`config.mk`:
```
export PLATFORM = sky130hd
export DESIGN_NAME = matrix_multiply_core
export DESIGN_NICKNAME = d
export VERILOG_FILES = /design/src/rtl/mmc_pkg.sv /design/src/rtl/mmc_regs.sv /design/src/rtl/mmc_mem.sv /design/src/rtl/mmc_mac.sv /design/src/rtl/matrix_multiply_core.sv
export VERILOG_INCLUDE_DIRS = /design/src /design/src/rtl
export SDC_FILE = /design/constraint.sdc
export NUM_CORES = 2
export LEC_CHECK = 0
export ABC_CLOCK_PERIOD_IN_PS = 6800
export BUFFER_PORTS_ARGS = -buffer_cell sky130_fd_sc_hd__buf_4
export CAP_MARGIN = 20
export CORE_MARGIN = 2
export CORE_UTILIZATION = 32
export CTS_BUF_LIST = sky130_fd_sc_hd__clkbuf_4 sky130_fd_sc_hd__clkbuf_8 sky130_fd_sc_hd__clkbuf_16
export CTS_CLUSTER_DIAMETER = 30
export DETAILED_ROUTE_END_ITERATION = 8
export PLACE_DENSITY = 0.58
export SLEW_MARGIN = 20
export SYNTH_ARGS = -nofsm -noshare
export SYNTH_HDL_FRONTEND = slang
export SYNTH_HIERARCHICAL = 1
export SYNTH_SLANG_ARGS = --single-unit
```
`constraint.sdc`:
```
create_clock -name clk_i -period 6.8 [get_ports clk_i]
set_input_delay 1.02 -clock clk_i [delete_from_list [all_inputs] [get_ports clk_i]]
set_output_delay 1.02 -clock clk_i [all_outputs]
set_load 0.03 [all_outputs]
```
`src/rtl/matrix_multiply_core_assert.svh`:
```
// assertion macros shared by the matrix multiply core
`ifndef MATRIX_MULTIPLY_CORE_ASSERT_SVH
`define MATRIX_MULTIPLY_CORE_ASSERT_SVH

// same-cycle implication, checked at every rising edge outside reset
`define MMC_ASSERT_NOW(lbl, clk, rstn, ante, cons) \
  lbl: assert property (@(posedge clk) disable iff (!rstn) (ante) |-> (cons)) \
    else $error("same-cycle check failed");

// next-cycle implication
`define MMC_ASSERT_NEXT(lbl, clk, rstn, ante, cons) \
  lbl: assert property (@(posedge clk) disable iff (!rstn) (ante) |=> (cons)) \
    else $error("next-cycle check failed");

`endif

```
`src/rtl/mmc_pkg.sv`:
```
// shared constants and types of the matrix multiply core
package mmc_pkg;

  localparam int MAX_DIM_DEF       = 8;
  localparam int ELEMENT_WIDTH_DEF = 16;

  localparam int DIM_REG_W  = 4;   // width of a dimension register
  localparam int LOAD_CNT_W = 8;   // element counter of one load
  localparam int PRODUCT_W  = 40;  // signed q24.16 result
  localparam int IDX_W      = 3;   // row and column index of a result
  localparam int CFG_ADDR_W = 4;
  localparam int CFG_DATA_W = 32;

  localparam logic [DIM_REG_W-1:0] DIM_RESET = 4'd8;

  // register indexes (byte address / 4)
  localparam logic [1:0] REG_ROWS_A    = 2'd0;
  localparam logic [1:0] REG_INNER_LEN = 2'd1;
  localparam logic [1:0] REG_COLS_B    = 2'd2;

  // dimensions after clamping to 1..max
  typedef struct packed {
    logic [DIM_REG_W-1:0] rows;
    logic [DIM_REG_W-1:0] inner;
    logic [DIM_REG_W-1:0] cols;
  } mmc_dims_t;

  // tag that travels with each multiply through the datapath
  typedef struct packed {
    logic             valid;
    logic             first;  // first term of a dot product
    logic             last;   // last term of a dot product
    logic             fin;    // dot product is the final element of c
    logic [IDX_W-1:0] row;
    logic [IDX_W-1:0] col;
  } mmc_tok_t;

endpackage

```
`src/rtl/mmc_regs.sv`:
```
// apb register file holding the three matrix dimensions
module mmc_regs #(
  parameter int MAX_DIM = mmc_pkg::MAX_DIM_DEF
) (
  input  logic                            clk_i,
  input  logic                            rst_ni,
  input  logic                            psel,
  input  logic                            penable,
  input  logic                            pwrite,
  input  logic [mmc_pkg::CFG_ADDR_W-1:0]  paddr,
  input  logic [mmc_pkg::CFG_DATA_W-1:0]  pwdata,
  output logic [mmc_pkg::CFG_DATA_W-1:0]  prdata,
  output logic                            pready,
  output mmc_pkg::mmc_dims_t              dims_o,
  output logic                            cfg_wr_o
);

  logic [mmc_pkg::DIM_REG_W-1:0] rows_q, inner_q, cols_q;
  logic [1:0]                    reg_idx;
  logic                          wr_en;

  function automatic logic [mmc_pkg::DIM_REG_W-1:0] clamp_dim(
    input logic [mmc_pkg::DIM_REG_W-1:0] v
  );
    logic [mmc_pkg::DIM_REG_W-1:0] r;
    if (v == '0) begin
      r = mmc_pkg::DIM_REG_W'(1);
    end else if (int'(v) > MAX_DIM) begin
      r = mmc_pkg::DIM_REG_W'(MAX_DIM);
    end else begin
      r = v;
    end
    return r;
  endfunction

  assign reg_idx = paddr[3:2];
  assign wr_en   = psel && penable && pwrite;
  assign pready  = 1'b1;

  always_ff @(posedge clk_i or negedge rst_ni) begin
    if (!rst_ni) begin
      rows_q  <= mmc_pkg::DIM_RESET;
      inner_q <= mmc_pkg::DIM_RESET;
      cols_q  <= mmc_pkg::DIM_RESET;
    end else if (wr_en) begin
      unique case (reg_idx)
        mmc_pkg::REG_ROWS_A:    rows_q  <= pwdata[mmc_pkg::DIM_REG_W-1:0];
        mmc_pkg::REG_INNER_LEN: inner_q <= pwdata[mmc_pkg::DIM_REG_W-1:0];
        mmc_pkg::REG_COLS_B:    cols_q  <= pwdata[mmc_pkg::DIM_REG_W-1:0];
        default: ;
      endcase
    end
  end

  always_comb begin
    unique case (reg_idx)
      mmc_pkg::REG_ROWS_A:    prdata = mmc_pkg::CFG_DATA_W'(rows_q);
      mmc_pkg::REG_INNER_LEN: prdata = mmc_pkg::CFG_DATA_W'(inner_q);
      mmc_pkg::REG_COLS_B:    prdata = mmc_pkg::CFG_DATA_W'(cols_q);
      default:                prdata = '0;
    endcase
  end

  // any write to a dimension drops a partial load
  assign cfg_wr_o = wr_en && ((reg_idx == mmc_pkg::REG_ROWS_A) ||
                              (reg_idx == mmc_pkg::REG_INNER_LEN) ||
                              (reg_idx == mmc_pkg::REG_COLS_B));

  assign dims_o.rows  = clamp_dim(rows_q);
  assign dims_o.inner = clamp_dim(inner_q);
  assign dims_o.cols  = clamp_dim(cols_q);

endmodule

```
`src/rtl/mmc_mem.sv`:
```
// single-port-write, single-port-read element memory with registered read
module mmc_mem #(
  parameter int WIDTH  = mmc_pkg::ELEMENT_WIDTH_DEF,
  parameter int DEPTH  = mmc_pkg::MAX_DIM_DEF * mmc_pkg::MAX_DIM_DEF,
  parameter int ADDR_W = (DEPTH > 1) ? $clog2(DEPTH) : 1
) (
  input  logic              clk_i,
  input  logic              we_i,
  input  logic [ADDR_W-1:0] waddr_i,
  input  logic [WIDTH-1:0]  wdata_i,
  input  logic              re_i,
  input  logic [ADDR_W-1:0] raddr_i,
  output logic [WIDTH-1:0]  rdata_o
);

  logic [WIDTH-1:0] mem_q [DEPTH];
  logic [WIDTH-1:0] rdata_q;

  always_ff @(posedge clk_i) begin
    if (we_i) begin
      mem_q[waddr_i] <= wdata_i;
    end
  end

  // read data holds while re_i is low, so a stalled datapath keeps its operand
  always_ff @(posedge clk_i) begin
    if (re_i) begin
      rdata_q <= mem_q[raddr_i];
    end
  end

  assign rdata_o = rdata_q;

endmodule

```
`src/rtl/mmc_mac.sv`:
```
// shared multiply-accumulate: product register then q24.16 accumulator
module mmc_mac #(
  parameter int ELEMENT_WIDTH = mmc_pkg::ELEMENT_WIDTH_DEF
) (
  input  logic                                clk_i,
  input  logic                                rst_ni,
  input  logic                                adv_i,
  input  mmc_pkg::mmc_tok_t                   tok_i,
  input  logic signed [ELEMENT_WIDTH-1:0]     a_i,
  input  logic signed [ELEMENT_WIDTH-1:0]     b_i,
  output logic                                done_o,
  output mmc_pkg::mmc_tok_t                   tok_o,
  output logic signed [mmc_pkg::PRODUCT_W-1:0] sum_o
);

  localparam int MUL_W = 2 * ELEMENT_WIDTH;

  mmc_pkg::mmc_tok_t                    tok_q;
  logic signed [MUL_W-1:0]              prod_q;
  logic signed [MUL_W+mmc_pkg::PRODUCT_W-1:0] prod_ext;
  logic signed [mmc_pkg::PRODUCT_W-1:0] prod_fit;
  logic signed [mmc_pkg::PRODUCT_W-1:0] acc_q;

  always_ff @(posedge clk_i or negedge rst_ni) begin
    if (!rst_ni) begin
      tok_q <= '0;
    end else if (adv_i) begin
      tok_q <= tok_i;
    end
  end

  always_ff @(posedge clk_i) begin
    if (adv_i && tok_i.valid) begin
      prod_q <= MUL_W'(a_i) * MUL_W'(b_i);
    end
  end

  // sign extend then keep the low 40 bits, which wraps like the result field
  assign prod_ext = (MUL_W + mmc_pkg::PRODUCT_W)'(prod_q);
  assign prod_fit = prod_ext[mmc_pkg::PRODUCT_W-1:0];
  assign sum_o    = tok_q.first ? prod_fit : acc_q + prod_fit;

  always_ff @(posedge clk_i) begin
    if (adv_i && tok_q.valid) begin
      acc_q <= sum_o;
    end
  end

  assign done_o = tok_q.valid && tok_q.last;
  assign tok_o  = tok_q;

endmodule

```
`src/rtl/matrix_multiply_core.sv`:
```
// top level of the dense matrix multiply core
// Computes C = A x B for A of rows_a x inner_len and B of inner_len x cols_b, each
// dimension 1..MAX_DIM (a register value of 0 acts as 1, one above MAX_DIM as
// MAX_DIM). Elements arrive on the slave stream one per transfer, row-major, all
// of A then all of B, as signed q8.8. Loading takes one transfer per cycle; the
// element stores are two synchronous memories written during the load. After the
// last element of B the input stalls while a single shared multiply-accumulate
// walks i, j, k, reading one element of A and one of B per cycle unless a stalled
// output holds it; the sums pass through the read, product and output registers.
// The m*p sums leave row-major on the master stream as signed q24.16 with row and
// column, tlast on the final one; a stalled output freezes the whole compute
// datapath once a finished sum is waiting. The stores have no reset and no
// clearing pass: every entry a run reads is written by that same run. A dimension
// write drops a partial load; write registers only while the core is idle.
`include "matrix_multiply_core_assert.svh"

module matrix_multiply_core #(
  parameter int MAX_DIM       = mmc_pkg::MAX_DIM_DEF,
  parameter int ELEMENT_WIDTH = mmc_pkg::ELEMENT_WIDTH_DEF,
  localparam int IN_W  = ((ELEMENT_WIDTH + 7) / 8) * 8,
  localparam int OUT_W = ((mmc_pkg::PRODUCT_W + 2 * mmc_pkg::IDX_W + 7) / 8) * 8
) (
  input  logic                           clk_i,
  input  logic                           rst_ni,
  // configuration port
  input  logic                           psel,
  input  logic                           penable,
  input  logic                           pwrite,
  input  logic [mmc_pkg::CFG_ADDR_W-1:0] paddr,
  input  logic [mmc_pkg::CFG_DATA_W-1:0] pwdata,
  output logic [mmc_pkg::CFG_DATA_W-1:0] prdata,
  output logic                           pready,
  // element stream
  input  logic                           s_axis_tvalid,
  output logic                           s_axis_tready,
  input  logic [IN_W-1:0]                s_axis_tdata,  // element_value
  // result stream
  output logic                           m_axis_tvalid,
  input  logic                           m_axis_tready,
  output logic [OUT_W-1:0]               m_axis_tdata,  // product_value, out_row, out_col
  output logic                           m_axis_tlast   // last_of_run
);

  localparam int DEPTH  = MAX_DIM * MAX_DIM;
  localparam int ADDR_W = (DEPTH > 1) ? $clog2(DEPTH) : 1;
  localparam int DIM_W  = (MAX_DIM > 1) ? $clog2(MAX_DIM) : 1;
  localparam int CNT_W  = mmc_pkg::LOAD_CNT_W;
  localparam int DRW    = mmc_pkg::DIM_REG_W;

  typedef enum logic [1:0] {
    ST_LOAD = 2'b01,
    ST_CALC = 2'b10
  } mmc_state_e;

  // ---------------------------------------------------------------- registers
  mmc_pkg::mmc_dims_t dims;
  logic               cfg_wr;

  mmc_regs #(
    .MAX_DIM (MAX_DIM)
  ) u_regs (
    .clk_i    (clk_i),
    .rst_ni   (rst_ni),
    .psel     (psel),
    .penable  (penable),
    .pwrite   (pwrite),
    .paddr    (paddr),
    .pwdata   (pwdata),
    .prdata   (prdata),
    .pready   (pready),
    .dims_o   (dims),
    .cfg_wr_o (cfg_wr)
  );

  // ---------------------------------------------------------------- load side
  mmc_state_e state_q, state_d;
  logic [CNT_W-1:0] load_cnt_q, load_cnt_d;
  logic [CNT_W-1:0] size_a, size_b, total, cnt_inc, b_off;
  logic             in_fire, in_a, load_last, a_we, b_we;
  logic [ELEMENT_WIDTH-1:0] elem;

  assign size_a  = CNT_W'(dims.rows) * CNT_W'(dims.inner);
  assign size_b  = CNT_W'(dims.inner) * CNT_W'(dims.cols);
  assign total   = size_a + size_b;
  assign cnt_inc = load_cnt_q + CNT_W'(1);
  assign b_off   = load_cnt_q - size_a;

  assign s_axis_tready = (state_q == ST_LOAD);
  assign in_fire       = s_axis_tvalid && s_axis_tready;
  assign elem          = s_axis_tdata[ELEMENT_WIDTH-1:0];
  assign in_a          = (load_cnt_q < size_a);
  assign a_we          = in_fire && in_a;
  assign b_we          = in_fire && !in_a;
  assign load_last     = (cnt_inc == total);

  always_comb begin
    load_cnt_d = load_cnt_q;
    if (cfg_wr) begin
      load_cnt_d = '0;
    end else if (in_fire) begin
      load_cnt_d = load_last ? '0 : cnt_inc;
    end
  end

  // ---------------------------------------------------------------- issue sequencer
  logic [DIM_W-1:0]  i_q, j_q, k_q;
  logic [ADDR_W-1:0] a_addr_q, b_addr_q, row_base_q;
  logic [DIM_W-1:0]  m_m1, n_m1, p_m1;
  logic              k_end, j_end, i_end, issue, adv;
  mmc_pkg::mmc_tok_t tok1_q, tok1_d;

  assign m_m1  = DIM_W'(dims.rows - DRW'(1));
  assign n_m1  = DIM_W'(dims.inner - DRW'(1));
  assign p_m1  = DIM_W'(dims.cols - DRW'(1));
  assign k_end = (k_q == n_m1);
  assign j_end = (j_q == p_m1);
  assign i_end = (i_q == m_m1);
  assign issue = (state_q == ST_CALC) && adv;

  always_comb begin
    tok1_d       = '0;
    tok1_d.valid = (state_q == ST_CALC);
    tok1_d.first = (k_q == '0);
    tok1_d.last  = k_end;
    tok1_d.fin   = i_end && j_end;
    tok1_d.row   = mmc_pkg::IDX_W'(i_q);
    tok1_d.col   = mmc_pkg::IDX_W'(j_q);
  end

  always_comb begin
    state_d = state_q;
    unique case (state_q)
      ST_LOAD: if (in_fire && load_last) state_d = ST_CALC;
      ST_CALC: if (adv && k_end && j_end && i_end) state_d = ST_LOAD;
      default: state_d = ST_LOAD;
    endcase
  end

  always_ff @(posedge clk_i or negedge rst_ni) begin
    if (!rst_ni) begin
      state_q    <= ST_LOAD;
      load_cnt_q <= '0;
      i_q        <= '0;
      j_q        <= '0;
      k_q        <= '0;
      a_addr_q   <= '0;
      b_addr_q   <= '0;
      row_base_q <= '0;
      tok1_q     <= '0;
    end else begin
      state_q    <= state_d;
      load_cnt_q <= load_cnt_d;
      if (adv) begin
        tok1_q <= tok1_d;
      end
      if (state_q == ST_LOAD) begin
        // start of a run: everything at the first term of c[0][0]
        i_q        <= '0;
        j_q        <= '0;
        k_q        <= '0;
        a_addr_q   <= '0;
        b_addr_q   <= '0;
        row_base_q <= '0;
      end else if (issue) begin
        if (!k_end) begin
          k_q      <= k_q + DIM_W'(1);
          a_addr_q <= a_addr_q + ADDR_W'(1);
          b_addr_q <= b_addr_q + ADDR_W'(dims.cols);
        end else if (!j_end) begin
          k_q      <= '0;
          j_q      <= j_q + DIM_W'(1);
          a_addr_q <= row_base_q;
          b_addr_q <= ADDR_W'(j_q) + ADDR_W'(1);
        end else begin
          k_q        <= '0;
          j_q        <= '0;
          i_q        <= i_q + DIM_W'(1);
          b_addr_q   <= '0;
          row_base_q <= row_base_q + ADDR_W'(dims.inner);
          a_addr_q   <= row_base_q + ADDR_W'(dims.inner);
        end
      end
    end
  end

  // ---------------------------------------------------------------- element stores
  logic [ELEMENT_WIDTH-1:0] a_rd, b_rd;

  mmc_mem #(
    .WIDTH  (ELEMENT_WIDTH),
    .DEPTH  (DEPTH),
    .ADDR_W (ADDR_W)
  ) u_store_a (
    .clk_i   (clk_i),
    .we_i    (a_we),
    .waddr_i (load_cnt_q[ADDR_W-1:0]),
    .wdata_i (elem),
    .re_i    (issue),
    .raddr_i (a_addr_q),
    .rdata_o (a_rd)
  );

  mmc_mem #(
    .WIDTH  (ELEMENT_WIDTH),
    .DEPTH  (DEPTH),
    .ADDR_W (ADDR_W)
  ) u_store_b (
    .clk_i   (clk_i),
    .we_i    (b_we),
    .waddr_i (b_off[ADDR_W-1:0]),
    .wdata_i (elem),
    .re_i    (issue),
    .raddr_i (b_addr_q),
    .rdata_o (b_rd)
  );

  // ---------------------------------------------------------------- mac and output
  logic                                  mac_done;
  mmc_pkg::mmc_tok_t                     mac_tok;
  logic signed [mmc_pkg::PRODUCT_W-1:0]  mac_sum;
  logic                                  out_valid_q;
  logic                                  out_last_q;
  logic [mmc_pkg::IDX_W-1:0]             out_row_q, out_col_q;
  logic [mmc_pkg::PRODUCT_W-1:0]         out_sum_q;
  logic                                  out_load;

  mmc_mac #(
    .ELEMENT_WIDTH (ELEMENT_WIDTH)
  ) u_mac (
    .clk_i  (clk_i),
    .rst_ni (rst_ni),
    .adv_i  (adv),
    .tok_i  (tok1_q),
    .a_i    (a_rd),
    .b_i    (b_rd),
    .done_o (mac_done),
    .tok_o  (mac_tok),
    .sum_o  (mac_sum)
  );

  // the datapath freezes only when a finished sum meets a full output register
  assign adv      = !(mac_done && out_valid_q && !m_axis_tready);
  assign out_load = mac_done && adv;

  always_ff @(posedge clk_i or negedge rst_ni) begin
    if (!rst_ni) begin
      out_valid_q <= 1'b0;
    end else if (out_load) begin
      out_valid_q <= 1'b1;
    end else if (m_axis_tready) begin
      out_valid_q <= 1'b0;
    end
  end

  always_ff @(posedge clk_i) begin
    if (out_load) begin
      out_sum_q  <= mac_sum;
      out_row_q  <= mac_tok.row;
      out_col_q  <= mac_tok.col;
      out_last_q <= mac_tok.fin;
    end
  end

  assign m_axis_tvalid = out_valid_q;
  assign m_axis_tdata  = OUT_W'({out_col_q, out_row_q, out_sum_q});
  assign m_axis_tlast  = out_last_q;

  // ---------------------------------------------------------------- assertions
  `MMC_ASSERT_NOW(a_idx_range, clk_i, rst_ni, state_q == ST_CALC,
                  (k_q <= n_m1) && (j_q <= p_m1) && (i_q <= m_m1))
  `MMC_ASSERT_NOW(a_no_rw_overlap, clk_i, rst_ni, issue, !a_we && !b_we)
  `MMC_ASSERT_NOW(a_last_at_corner, clk_i, rst_ni, m_axis_tvalid && m_axis_tlast,
                  (out_row_q == mmc_pkg::IDX_W'(m_m1)) && (out_col_q == mmc_pkg::IDX_W'(p_m1)))
  `MMC_ASSERT_NEXT(a_stall_holds_sum, clk_i, rst_ni, mac_done && !adv, mac_done)

endmodule

```
Word-level counts from Yosys, hierarchy flattened
Memory sizes are Yosys's and may differ from the RTL's. A register that Yosys moved wholly into a read port is not among the register bits.
Index checks and enable logic that the tools add are counted.
W data, S select, Z words.
{"block": "totals", "ff_bits": 189, "output_inout_bits": 84, "in_bits": 59, "wordCells": 144, "ramBits": 2048, "n_memories": 2}
{"block": "classes", "magnitude_cmp": 4, "n_mux": 42, "add_sub_neg": 14, "n_eq_ne": 10, "mul": 3, "reduce_logical": 39}
{"name": "u_store_a.mem_q", "words": 64, "width": 16, "read_ports": 1, "rd_clocked_by_memory_dff": 1, "wr": 1, "line_no": "mmc_mem.sv:16", "rtl": "logic [WIDTH-1:0] mem_q [DEPTH];"}
{"name": "u_store_b.mem_q", "words": 64, "width": 16, "read_ports": 1, "rd_clocked_by_memory_dff": 1, "wr": 1, "line_no": "mmc_mem.sv:16"}
{"operator": "$mux W6", "n": 10}
{"operator": "$add A40 B32 Y40", "n": 1}
{"operator": "$mux W40", "n": 1}
{"operator": "$mux W3", "n": 11}
{"operator": "$mul A16 B16 Y32", "n": 1}
{"operator": "$mux W4", "n": 7}
{"operator": "$mux W8", "n": 3}
{"operator": "$logic_and A1 B1 Y1", "n": 18}
{"operator": "$mul A4 B4 Y8", "n": 2}
{"operator": "$add A6 B4 Y6", "n": 2}
{"operator": "$gt A4 B4 Y1 const B", "n": 3}
{"operator": "$logic_not A4 Y1", "n": 3}
{"operator": "$pmux W4 S3", "n": 1}
{"operator": "$reduce_and A2 Y1", "n": 5}
{"operator": "$reduce_bool A2 Y1", "n": 5}
{"operator": "$add A3 B1 Y3 const B", "n": 3}
{"operator": "$eq A3 B3 Y1", "n": 3}
{"operator": "$sub A3 B1 Y3 const B", "n": 3}
{"operator": "$add A8 B1 Y8 const B", "n": 1}
{"operator": "$add A8 B8 Y8", "n": 1}
{"operator": "$eq A8 B8 Y1", "n": 1}
{"operator": "$lt A8 B8 Y1", "n": 1}
{"operator": "$add A6 B1 Y6 const B", "n": 1}
{"operator": "$mux W1", "n": 6}
{"operator": "other kinds (12)", "n": 19}

Longest topological paths before layout
{"block": "depth", "depth_word": 10, "depth_mapped": 24, "ltp_nobuf": 23}

Hierarchy
The synthesis kept the hierarchy.
{"mod": "mmc_mem", "instances": 2, "cells_per_inst": 1829, "area_per_inst_um2": 40202.3}
{"mod": "mmc_mac", "instances": 1, "cells_per_inst": 1596, "area_per_inst_um2": 15004.4}
{"mod": "matrix_multiply_core", "instances": 1, "cells_per_inst": 521, "area_per_inst_um2": 5679.2}
{"mod": "mmc_regs", "instances": 1, "cells_per_inst": 92, "area_per_inst_um2": 883.3}

Worst setup path before layout
Ideal clock, no wire load.
{"block": "synth_timing", "kind": "register to register", "from": "reg u_store_a.rdata_q[5], in the netlist u_store_a/rdata_o[5], read port of u_store_a.mem_q", "to": "reg u_mac.prod_q[29], data pin", "n_path_buf": 1, "arrival_time_ps": 5959, "stages_incl_launch_ff": 23, "synth_period_minus_slack_ps": 6226, "required_time_ps": 6533, "slack_ps": 574, "cell_sequence": "edfxtp_1 clkbuf_1 and2_1 fa_1 inv_1 fa_1 fa_1 fa_1 inv_1 fa_1 inv_1 fa_1 inv_1 ha_1 a21o_1 a21o_1 a21o_1 a221o_1 a31oi_4 o21ai_2 a2111oi_4 nor3_2 xor2_1"}
{"block": "synth_via", "elab_chain_len": 1}
{"item": "start, declared", "line_no": "mmc_mem.sv:17", "rtl": "logic [WIDTH-1:0] rdata_q;"}
{"item": "$mul A16 B16 Y32", "line_no": "mmc_mac.sv:34", "rtl": "prod_q <= MUL_W'(a_i) * MUL_W'(b_i);"}
{"item": "end signal, assigned", "line_no": "mmc_mac.sv:34"}
{"item": "end, declared", "line_no": "mmc_mac.sv:19", "rtl": "logic signed [MUL_W-1:0] prod_q;"}
Every way passes these cells.
A chain may end at the register's enable or synchronous reset.

Final worst setup path
{"block": "layout_timing", "from": "reg u_store_b.rdata_q[5], in the netlist u_store_b/rdata_o[5], read port of u_store_b.mem_q", "to": "reg u_mac.prod_q[31], data pin"}
{"block": "layout_via", "elab_chain_len": 1}
{"item": "start, declared", "line_no": "mmc_mem.sv:17"}
{"item": "$mul A16 B16 Y32", "line_no": "mmc_mac.sv:34"}
Every way passes these cells.

==> results.yml <==
worst_setup_path:
  slowest_stage: "fa_1"
  cp_data_required_time_ns: 7.43
  path_cells: "and2_1, fa_1, inv_1, fa_1, fa_1, inv_1, fa_1, fa_1, inv_1, fa_1, inv_1, ha_1, a21o_1, a21o_1, a21o_1, a221o_1, a31oi_4, o21ai_2, a2111oi_4, o31a_2, a211oi_2"
  r2r_start: "u_store_b/rdata_o[5]"
  worst_path_most_repeated_cell: "fa_1"
  rr_endpoint: "u_mac/prod_q[31]"
  cp-end-kind: "flip-flop"
  crit_fanout: 10
  reg2reg_slack_ns: 0.29
  worstSetupPathType: "flip-flop to flip-flop"
  worst_ep_arrival_time_ns: 7.13
  crit_path_start_kind: "flip-flop"
  cpPeakStageDelay_ns: 0.55
  critPathLaunch: "u_store_b/rdata_o[5]"
  rr_worst_depth: 21
layout:
  fill_cells: 28800
  area_delta_synth_final_pct: 20.4
  final_common_cell: "edfxtp_1"
  drive_above_1_share_pct: 24.4
  layout_common_cells: "2199 x edfxtp_1, 440 x mux4_2, 429 x clkbuf_16"
  multi_input_area_um2: 31000
  seq_area_um2: 67800
  nNetsFinal: 6873
floorplan:
  dieArea_um2: 323000
  die_h_um: 569
  ioPinCount: 143
  core_area_um2: 318000
  initial_core_util_pct: 32.1
  row_count: 207
  die_w_um: 569
route:
  vias: 54900
  drtIter0Drc: 5054
  drtAntennaViolNets: 0
  drtPass1Iterations: 6
  viasPerCell: 5.04
  wl_um: 248000
  wire_per_inst_um: 22.8
  drc: 0
placement:
  globalplace.congestion: 0.875
  dp_hpwl_um: 154000
  port_buffers: 81
power_and_ir_drop:
  totalPowerFinal_mw: 40.2
  ir_worst_vdd_v: 0.000246
  power_leakage_nw: 41.7
  powerDensity_nw_per_um2: 328
timing:
  hold_violations: 0
  rsz0062_at_grt: "no"
  worst_clock_skew_ns: 0.0670
  fin_tns_setup_ns: 0
  worstMarginPinSlew_ns: 1.11
  post-route-min-period_ns: 6.51
  drv_slew: 0
  fmax_mhz: 154
  slew_headroom_pct: 25.9
  setup_viol: 0
  fin_crit_sh_pct: 95.7
clocking:
  cts_tree: "yes"
  cts_root_buf: "clkbuf_16"
  htree_levels: 5
  cts_sinks: 2269
  hold_buffers: 0
  clk_latency_ns: 0.96
  clk_pin_slew_worst_paths_ns: 0.05
  clockBufferDepth: 4
  cts_made_buffers: 423
yosys:
  synth_cells: 5867
  ys_types: 96
  yosys_warnings: 6
  synth_flop_cell: "edfxtp_1"
  postSynthRegisterBits: 2269
  synth_top_area_cell: "edfxtp_1"
  synth_top_cell_area_share_pct: 64.8
  syn-mean-instance-area_um2: 17.4
  async_flop_share_pct: 3.09
  ys_seq_area_share_pct: 66.5
  synthTopCellsByArea: "edfxtp_1 65%, mux4_2 9.7%, fa_1 5.5%, ha_1 2.1%, mux2i_1 1.8%"
  synth_edf_count: 2199
  netlist_area_um2: 102000
global_routing:
  grt_pass1_vias: 56800
  grt_use_met3_pct: 2.65
  use_met1_pct: 21.1
  grt_pass1_wl_um: 370000
  grt_overflow: 0
  grt_max_degree: 93
  top_usage_layer: "met2"
  use_met2_pct: 24.2
  grt_use_total_pct: 15.2
  antenna_found_initial: 10
run:
  cap_violations: 0
min_path:
  worstHoldPathType: "input port to asynchronous set/reset pin"
status:
  outcome: "finished clean"
through the flow:
stage / hold slack [ns] / cell area [um^2] / util (%) / instances / setup WS, ns
2_1_floorplan: 0.421 / 102000 / - / 5895 / 0.574
3_3_place_gp: 0.431 / 108000 / 34.1 / 10100 / 0.270
3_5_place_dp: 0.436 / 108000 / 34.1 / 10100 / 0.257
4_1_cts: 0.216 / 123000 / 38.6 / 10900 / 0.252
5_1_grt: 0.269 / 123000 / 38.7 / 10900 / 0.0196
6_report: 0.228 / 123000 / 38.7 / 10900 / 0.292
layer usage:
metal  vias to the layer above  part of all wire [%]  routed length, um
li1                      23700                     -                  -
met1                     29000                    44             109000
met2                      1828                    47             117000
met3                       425                   6.3              15700
met4                         2                   2.5               6260
met5                         -                0.0052                 13
worst max path at each step:
stage                                  end  slack (ns)  cells past startpoint
after floorplan           u_mac/prod_q[29]        0.57                     22
after global placement    u_mac/prod_q[29]        0.27                     21
after detailed placement  u_mac/prod_q[29]        0.26                     21
after CTS                 u_mac/prod_q[29]        0.25                     21
after global routing      u_mac/prod_q[23]        0.02                     21
final                     u_mac/prod_q[31]        0.29                     21
cells by family after synthesis:
family	share of synthesized area, %
adder cells (fa/ha/maj)	7.60
multiplexers	12.6
buffers and inverters	3.26
flip-flops	66.5
AND/OR/NAND/NOR	5.11
other	0.0110
XOR/XNOR	0.989
AO/OA/AOI/OAI	3.98
sequential cells by signal, summed over array words and instances, names as in the netlist, 6 cells and up:
signal / cells
u_store_a/mem_q: 1024
u_store_b/mem_q: 1024
out_sum_q: 40
u_mac/acc_q: 40
u_mac/prod_q: 32
u_store_a/rdata_o: 16
u_store_b/rdata_o: 16
tok1_q: 10
u_mac/tok_o: 10
load_cnt_q: 8
a_addr_q: 6
b_addr_q: 6
row_base_q: 6
Yosys cell counts, drive strengths merged (33+ instances only):
master  instances
edfxtp       2199
mux4          448
nand2         372
inv           370
fa            279
nor2          245
buf           190
mux2i         181
ha            173
and2          156
a21oi         128
clkbuf        108
o21ai         100
a22oi          78
mux2           78
xnor2          78
nor2b          74
nand3          73
dfrtp          66
a21o           43
a221oi         35
nand4          33
worst max-delay path: cells and delay by family, from the launching register on:
kind | cells | cell delay (ns)
buf+inv | 4 | 0.20
flops | 1 | 0.54
compound gates | 9 | 1.84
fa+ha+maj | 7 | 3.36
simple gates | 1 | 0.26
repair_timing:
item                                    4_1_cts  5_1_grt
buffers inserted                              0        1
gates resized for setup                       0        1
endpoints found under the setup margin        0        1
power breakdown:
part           switching, mW  internal, mW
Sequential             0.141          15.8
Clock                   6.92          14.2
Combinational           2.24         0.996
Total                   9.30          30.9
area by class of cell:
class / instances / share of cell area (%)
clock buffers: 475 / 9.03
well taps: 4180 / 4.26
clock inverters: 295 / 2.83
multi-input cells: 2957 / 25.3
repair buffers: 340 / 2.21
inverters: 371 / 1.13
diodes: 3 / 0.00612
flip-flops and latches: 2269 / 55.3
No activity file was read; power rests on OpenSTA's default activity.
